==> config.mk <==
export PLATFORM = sky130hd
export DESIGN_NAME = ils_cell
export DESIGN_NICKNAME = d
export VERILOG_FILES = /design/src/design/ils_pkg.sv /design/src/design/ils_cell.sv
export SDC_FILE = /design/constraint.sdc
export NUM_CORES = 1
export LEC_CHECK = 0
export BUFFER_PORTS_ARGS = -buffer_cell sky130_fd_sc_hd__buf_4
export CELL_PAD_IN_SITES_DETAIL_PLACEMENT = 0
export CELL_PAD_IN_SITES_GLOBAL_PLACEMENT = 1
export CORE_MARGIN = 1
export CORE_UTILIZATION = 33
export DETAILED_ROUTE_END_ITERATION = 10
export HOLD_SLACK_MARGIN = 0.02
export PLACE_DENSITY_LB_ADDON = 0.15
export REMOVE_ABC_BUFFERS = 1
export SLEW_MARGIN = 30
export SYNTH_ARGS = -nofsm -noshare
export SYNTH_HDL_FRONTEND = slang
export SYNTH_SLANG_ARGS = --single-unit
==> constraint.sdc <==
create_clock -name clk_i -period 6.8 [get_ports clk_i]
set_input_delay 1.02 -clock clk_i [delete_from_list [all_inputs] [get_ports clk_i]]
set_output_delay 1.02 -clock clk_i [all_outputs]
set_load 0.01 [all_outputs]
==> src/design/ils_pkg.sv <==
// ----------------------------------------------------------------------------
// Indexed list store package
// Shared item types, operation codes and cell control for the list store.
// ----------------------------------------------------------------------------
package ils_pkg;

  localparam int unsigned ENTRY_W       = 32;
  localparam int unsigned POS_W         = 8;
  localparam int unsigned COUNT_OUT_W   = 9;
  localparam int unsigned DEPTH_DEFAULT = 256;

  localparam logic [1:0] OP_APPEND = 2'd0;
  localparam logic [1:0] OP_GET    = 2'd1;
  localparam logic [1:0] OP_REMOVE = 2'd2;
  localparam logic [1:0] OP_CLEAR  = 2'd3;

  localparam logic signed [ENTRY_W-1:0] BAD_VALUE = -32'sd1;

  typedef struct packed {
    logic [1:0]                op;
    logic [POS_W-1:0]          position;
    logic signed [ENTRY_W-1:0] value_in;
  } in_item_t;

  typedef struct packed {
    logic signed [ENTRY_W-1:0] value_out;
    logic                      ok;
    logic [COUNT_OUT_W-1:0]    count_now;
  } out_item_t;

  typedef struct packed {
    logic app;
    logic rem;
    logic snap;
    logic shift;
  } cell_ctrl_t;

endpackage

==> src/design/ils_cell.sv <==
// ----------------------------------------------------------------------------
// Indexed list store cell
// Holds one list entry and one readout tap; loads from its upper neighbor.
// ----------------------------------------------------------------------------
module ils_cell #(
  parameter int unsigned IDX = 0,
  parameter int unsigned CW  = 9
) (
  input  logic                         clk_i,
  input  ils_pkg::cell_ctrl_t          ctrl_i,
  input  logic [CW-1:0]                count_i,
  input  logic [ils_pkg::POS_W-1:0]    pos_i,
  input  logic [ils_pkg::ENTRY_W-1:0]  value_i,
  input  logic [ils_pkg::ENTRY_W-1:0]  nxt_entry_i,
  input  logic [ils_pkg::ENTRY_W-1:0]  nxt_tap_i,
  output logic [ils_pkg::ENTRY_W-1:0]  entry_o,
  output logic [ils_pkg::ENTRY_W-1:0]  tap_o
);
  import ils_pkg::*;

  localparam int unsigned CMPW = CW + POS_W;

  logic [ENTRY_W-1:0] entry_q;
  logic [ENTRY_W-1:0] tap_q;
  logic               hit_app;
  logic               hit_rem;

  assign hit_app = ctrl_i.app & (count_i == CW'(IDX));
  assign hit_rem = ctrl_i.rem & (CMPW'(IDX) >= CMPW'(pos_i));

  always_ff @(posedge clk_i) begin
    if (hit_app) begin
      entry_q <= value_i;
    end else if (hit_rem) begin
      entry_q <= nxt_entry_i;
    end
  end

  always_ff @(posedge clk_i) begin
    if (ctrl_i.snap) begin
      tap_q <= entry_q;
    end else if (ctrl_i.shift) begin
      tap_q <= nxt_tap_i;
    end
  end

  assign entry_o = entry_q;
  assign tap_o   = tap_q;

endmodule

## Yosys cells after proc, flatten, opt, wreduce, memory -nomap -nowiden

Cells that the tools add are included.

| operators by class | value |
|---|---|
| order comparisons | 1 |
| muxes and demuxes | 4 |
| bitwise logic cells | 2 |
| reductions and logical operators | 3 |

Operators with widths:

| cell | count |
|---|---|
| 32-bit 2-to-1 mux | 4 |
| 9-bit logical NOT | 1 |
| 1-bit by 8-bit >= comparator with 1-bit output, first input constant | 1 |
| 2-bit nonzero test | 2 |
| 1-bit bitwise AND | 2 |

| word-level totals | value |
|---|---|
| register bits after elaboration | 64 |
| input bits | 118 |
| output and inout bits | 64 |
| word-level logic and storage cells | 12 |

## Longest topological paths before layout

Gate-level depths: netlist of the first run.

| logic depth | value |
|---|---|
| depth after elaboration | 4 |
| depth in mapped cells | 4 |
| mapped depth without buffers | 3 |

## Worst setup path after synthesis of the first run

OpenSTA, ideal clock, no wires.

| timing path | value |
|---|---|
| path type | input port to flip-flop |
| start point | input port pos_i[6] (netlist bit) |
| end point | register entry_q[0], in the netlist entry_o[0], enable pin |
| setup time | 511 ps |
| arrival time | 4681 ps |
| path slack | 1607 ps |
| cell stages on the path | 3 |
| path buffers | 0 |
| cell sequence | nor4_1 nand3b_1 o41ai_1 |

| between the ends | value |
|---|---|
| cells in the longest elaborated chain, start to end | 3 |

RTL lines:

| element | RTL line | text |
|---|---|---|
| start: declaration | ils_cell.sv:12 | `input logic [ils_pkg::POS_W-1:0] pos_i,` |
| 1-bit by 8-bit >= comparator with 1-bit output | ils_cell.sv:29 | `assign hit_rem = ctrl_i.rem & (CMPW'(IDX) >= CMPW'(pos_i));` |
| 1-bit bitwise AND | ils_cell.sv:29 |  |
| 2-bit nonzero test (no source line) | - |  |
| end signal: assignment | ils_cell.sv:33 | `entry_q <= value_i;` |
| end signal: assignment | ils_cell.sv:35 | `entry_q <= nxt_entry_i;` |
| end: declaration | ils_cell.sv:23 | `logic [ENTRY_W-1:0] entry_q;` |

No other way between the ends.
A chain may end at the register's enable or synchronous reset.

## Worst setup path in the final report of the first run

| timing path | value |
|---|---|
| start point | input port count_i[5] |
| end point | register entry_q[8], in the netlist entry_o[8], enable pin |

| between the ends | value |
|---|---|
| cells in the longest elaborated chain, start to end | 3 |

RTL lines:

| element | RTL line | text |
|---|---|---|
| start: declaration | ils_cell.sv:11 | `input logic [CW-1:0] count_i,` |
| 9-bit logical NOT | ils_cell.sv:28 | `assign hit_app = ctrl_i.app & (count_i == CW'(IDX));` |
| 1-bit bitwise AND | ils_cell.sv:28 |  |
| 2-bit nonzero test (no source line) | - |  |

No other way between the ends.

==> flow_metrics.tcl, run 1 <==
set metrics [dict create \
    status "complete, no violations" \
    p_per_area_nw_per_um2 184 \
    first_pass_iters 4 \
    htree_levels 3 \
    grt_max_degree 34 \
    antenna_found_initial 0 \
    postCtsHoldBufs 0 \
    cts_setup_buffers 0 \
    die-area_um2 9040 \
    netSwitchingPower_w 0.000168 \
    antennaDiodeCount 0 \
    gr-total-overflow 0 \
    finalNetCount 446 \
    ys_top_cells_by_area "edfxtp_1 (67%), mux2_4 (15%), mux2_2 (14%), buf_6 (1.2%), nor4_1 (0.66%)" \
    grt_pass1_vias 2002 \
    cts_tree "done" \
    seqPwrFrac 0.554 \
    numCtsBuffers 9 \
    setup_viol 0 \
    finish.utilization 0.537 \
    path_class "input pin to flop" \
    via_count 1976 \
    core_um2 8300 \
    fmax_mhz 332 \
    fin_worst_skew_ps 9.54 \
    path_max_fanout 33 \
    syn_area_um2 2860 \
    worst_hold_slack_ps 578 \
    cp-start-kind "input pin" \
    drv_cap 0 \
    synth_cell_types 11 \
    port_buffers 181 \
    tns_ps 0 \
    wl_per_cell_um 15.4 \
    slew_headroom 0.432 \
    swShare 0.204 \
    slew_violations 0 \
    drtIter0Drc 43 \
    drc 0 \
    tightestPinTransition_ps 851 \
    drive_above_1_share 0.790 \
    seq_area_frac_synth 0.673 \
    gp_congestion 0.656 \
    met2_usage 0.276 \
    hold_viol 0 \
    fillerInstances 733 \
    critPathRequiredTime_ps 6770 \
    ys_seq_elements 64 \
    die_w_um 95.1 \
    clk_latency_ps 320 \
    gr-usage-met1 0.153 \
    syn_inst 142 \
    grt_pass1_wl_mm 9.92 \
    cts-resized-gates 0 \
    wirelength_mm 6.68 \
    clkPwrFrac 0.305 \
    register_area_um2 1920 \
    p_leak_nw 2.03 \
    synth.avg_cell_area_um2 20.1 \
    clk_pin_slew_ps 70 \
    die_height_um 95.1 \
    grt.busiest_layer "met2" \
    use_met3 0.0574 \
    yosysWarnings 0 \
    p_int_w 0.000654 \
    synth_top_cell_by_area "edfxtp_1" \
    num_rows 33 \
    cts.path.max_buffers 2 \
    dpl.cell_count 422 \
    synth_top_area_frac 0.673 \
    ant_nets 0 \
    io_pins 182 \
    critical_path_arrival_ps 2990 \
    vias_per_cell 4.55 \
    p_comb_frac 0.141 \
    period_share 0.444 \
    period_minus_slack_ps 3020 \
    post-dp-hpwl_mm 4.91 \
    crit_path_end_kind "flop" \
    p_total_w 0.000822 \
    rsz0062_at_grt "false" \
    hp-class "flop to flop" \
    multi_input_area_um2 902 \
    clock-root-buffer "clkbuf_8" \
    cts.sinks 64 \
    vdd_drop_max_v 0.0000942 \
    synthToLayoutAreaGrowth_pct 56.0 \
    layout.cells.non_filler 434 \
    grt_use_total 0.152 \
    start_util 0.344 \
]
cells in the mapped netlist:
cell type and instances:
nand3b_1 1, mux2_2 35, o41ai_1 1, nand4b_2 1, nor4_1 3, mux2_4 29, clkbuf_1 3, buf_6 3
or2_2 1, buf_2 1, edfxtp_1 64
logic make-up after synthesis:
kind of cell	count (synthesis)	share of synthesized area
multiplexers	64	0.290
flip-flops	64	0.673
AND/OR/NAND/NOR	6	0.0166
AO/OA/AOI/OAI	1	0.00307
buffers and inverters	7	0.0175
per-stage QoR:
step                      setup slack [ps]  instance area, um^2
final                                 3780                 4460
after global routing                  3570                 4460
after global placement                3460                 4320
after detailed placement              3400                 4320
after floorplan                       1610                 2810
after CTS                             3740                 4460
power groups by stage:
stage               logic (W)  registers (W)  clock network (W)
global placement     0.000117       0.000463                  0
global route         0.000126       0.000457           0.000274
detailed placement   0.000118       0.000464                  0
CTS                  0.000118       0.000456           0.000260
floorplan           0.0000292       0.000472                  0
finish               0.000116       0.000455           0.000251
cell type report:
| class | count | share of cell area |
|---|---|---|
| tap | 105 | 0.0295 |
| sequential | 64 | 0.431 |
| timing repair buffer | 182 | 0.306 |
| clock buffer | 9 | 0.0278 |
| multi-input combinational | 71 | 0.202 |
| clock inverter | 3 | 0.00309 |
state kept, by name, summed over array words and instances, names as in the netlist:
name,flops
entry_o,32
tap_o,32
cells in the final DEF (no fill, tap or decap), drive strengths merged:
cell type / n
nand3b: 1
nor4: 3
o41ai: 1
buf: 182
or2: 1
nand4b: 1
clkinv: 3
mux2: 64
edfxtp: 64
clkbuf: 9
critical path, cell delays in order:
cell and delay [ps]:
buf_4 110, nor4_1 480, nand4b_4 730, o41ai_2 190
buf_4 430
path summary, 6_finish.rpt:
| path | from | end | slack, ps | cells after the start |
|---|---|---|---|---|
| hold reg to reg | entry_o[8] | tap_o[8] | 580 | 1 |
| hold / removal | entry_o[8] | tap_o[8] | 580 | 1 |
| setup reg to reg | entry_o[24] | tap_o[24] | 5860 | 1 |
| setup / recovery | count_i[5] | entry_o[8] | 3780 | 5 |
per-layer routing:
metal,vias up,wire [um]
li1,931,-
met1,933,2170
met2,103,3760
met3,9,659
met4,0,90
met5,-,0
(Power assumes the default switching activity.)
==> inputs of run 2 (changes only) <==
--- a/config.mk
+++ b/config.mk
@@ -5,11 +5,12 @@
 export SDC_FILE = /design/constraint.sdc
 export NUM_CORES = 1
 export LEC_CHECK = 0
+export ABC_AREA = 1
 export BUFFER_PORTS_ARGS = -buffer_cell sky130_fd_sc_hd__buf_4
 export CELL_PAD_IN_SITES_DETAIL_PLACEMENT = 0
 export CELL_PAD_IN_SITES_GLOBAL_PLACEMENT = 1
 export CORE_MARGIN = 1
-export CORE_UTILIZATION = 33
+export CORE_UTILIZATION = 28
 export DETAILED_ROUTE_END_ITERATION = 10
 export HOLD_SLACK_MARGIN = 0.02
 export PLACE_DENSITY_LB_ADDON = 0.15
==> constraint.sdc (replaced) <==
create_clock -name clk_i -period 2.5 [get_ports clk_i]
set_input_delay 0.375 -clock clk_i [delete_from_list [all_inputs] [get_ports clk_i]]
set_output_delay 0.375 -clock clk_i [all_outputs]
set_load 0.01 [all_outputs]
==> flow_metrics.tcl, run 2 <==
set metrics [dict create \
    status "complete, no violations" \
    gp_congestion 0.746 \
    antennaDiodeCount 0 \
    ant_nets 0 \
    p_leak_nw 2.33 \
    path_max_fanout 17 \
    critical_path_arrival_ps 1480 \
    seq_area_frac_synth 0.624 \
    synth_compound_area_frac 0.0780 \
    grt_use_total 0.154 \
    tns_ps 0 \
    synth_edf_count 64 \
    postCtsHoldBufs 0 \
    post-dp-hpwl_mm 6.35 \
    synth_top_cell_by_area "edfxtp_1" \
    final_common_cell "buf_4" \
    synth.avg_cell_area_um2 9.56 \
    netSwitchingPower_w 0.000548 \
    cpPeakStageDelay_ps 330 \
    synthSimpleGateAreaFrac 0.225 \
    synth_cell_types 16 \
    critPathSlowestCell "nand2_2" \
    antenna_found_initial 0 \
    synth-adder-area-share 0 \
    drv_cap 0 \
    slew_violations 0 \
    synthToLayoutAreaGrowth_pct 55.3 \
    grt_max_degree 33 \
    synth_top_area_frac 0.624 \
    ys_top_cells_by_count "nand2_1 (161), edfxtp_1 (64), inv_1 (33)" \
    synthFlopType "edfxtp_1" \
    cp-start-kind "input pin" \
    wl_per_cell_um 13.4 \
    p_per_area_nw_per_um2 510 \
    core_um2 10500 \
    p_total_w 0.00244 \
    port_buffers 181 \
    io_pins 182 \
    hold_viol 0 \
    via_count 2708 \
    dpl_cell_area_um2 4600 \
    drc 0 \
    die-area_um2 11400 \
    first_pass_iters 6 \
    yosysWarnings 0 \
    cts.sinks 64 \
    finalNetCount 623 \
    synth_top_family_by_area "simple AND/OR/NAND/NOR gates" \
    seqPwrFrac 0.508 \
    fin_worst_skew_ps 12.4 \
    setup_viol 0 \
    start_util 0.293 \
    num_rows 37 \
    synth.most_common_cell "nand2_1" \
    cts-resized-gates 0 \
    path_class "input pin to flop" \
    drive_above_1_share 0.412 \
    ys_seq_elements 64 \
    clock-root-buffer "clkbuf_8" \
    synth-async-reset-ratio 0 \
    ys_top_cells_by_area "edfxtp_1 (62%), nand2_1 (20%), o21bai_1 (7.8%), inv_1 (4.0%), buf_2 (1.3%)" \
    p_comb_frac 0.142 \
    drtIter0Drc 66 \
    fillerInstances 1067 \
    path_cells "buf_4, nor2_1, nand3_2, nor2_8, inv_2, nand2_2, buf_12" \
    clkPwrFrac 0.349 \
    swShare 0.225 \
    fmax_mhz 695 \
    grt_pass1_vias 2657 \
    crit_path_end_kind "flop" \
    syn_area_um2 3080 \
    period_share 0.575 \
    rsz0062_at_grt "false" \
    clk_latency_ps 340 \
    slew_headroom 0.707 \
    cts_setup_buffers 0 \
    cts.path.max_buffers 2 \
    grt_pass1_wl_mm 13.0 \
    numCtsBuffers 9 \
    htree_levels 3 \
    gr-total-overflow 0 \
    wirelength_mm 8.63 \
    period_minus_slack_ps 1440 \
    cts_tree "done" \
    tightestPinTransition_ps 438 \
    vias_per_cell 4.19 \
    hp-class "input pin to flop" \
    final_cell_mix "buf_4 (186), nand2_1 (160), edfxtp_1 (64), inv_1 (33), o21bai_1 (32)" \
    yosys.area_share.xor_xnor 0 \
    die_height_um 107 \
    muxShareOfSynthArea 0 \
    vdd_drop_max_v 0.000219 \
    critPathRequiredTime_ps 2540 \
    syn_inst 322 \
    final_area_um2 4780 \
    die_w_um 107 \
    clk_pin_slew_ps 80 \
    p_int_w 0.00189 \
]
[run 2: final timing paths]
kind / from / end / slack [ps] / cells past startpoint
max: count_i[7] / entry_o[18] / 1060 / 7
min reg2reg: entry_o[20] / tap_o[20] / 550 / 2
max reg2reg: entry_o[17] / tap_o[17] / 1710 / 2
min: nxt_tap_i[26] / tap_o[26] / 300 / 3
[run 2: routing by layer]
metal  part of all wire  global-route usage  up-vias
li1                   -                   -     1385
met1               0.36               0.156     1210
met2               0.55               0.291      104
met3              0.080              0.0492        9
met4              0.012              0.0616        0
met5                  0                   0        -
[run 2: critical path: cells and delay by family]
family	cells	cell delay, ps
buffers and inverters	3	370
and+or+nand+nor	4	720
[run 2: layout make-up]
class,count,area (um^2),area share
well taps,136,170,0.0356
inverters,35,131,0.0275
multi-input cells,207,936,0.196
flip-flops and latches,64,1920,0.402
repair buffers,188,1440,0.300
clock buffers,10,128,0.0267
clock inverters,6,60.1,0.0126
[run 2: stage by stage]
step,hold WS (ps),instances,setup WS [ps],util
floorplan,554,306,27.5,-
global placement,530,630,721,0.437
detailed placement,537,630,672,0.437
CTS,279,646,1030,0.455
global route,280,646,966,0.455
finish,296,646,1060,0.455
[run 2: power groups by stage]
stage | clock network [W] | logic [W] | registers (W)
final | 0.000853 | 0.000347 | 0.00124
after global placement | 0 | 0.000350 | 0.00126
after CTS | 0.000879 | 0.000355 | 0.00124
after floorplan | 0 | 0.0000846 | 0.00129
after global routing | 0.000924 | 0.000383 | 0.00124
after detailed placement | 0 | 0.000354 | 0.00126
[run 2: kinds of logic (layout without fill, tap and decap cells)]
logic type,after synthesis,in the layout
buf+inv,51,239
flops,64,64
compound gates,32,32
simple gates,175,175
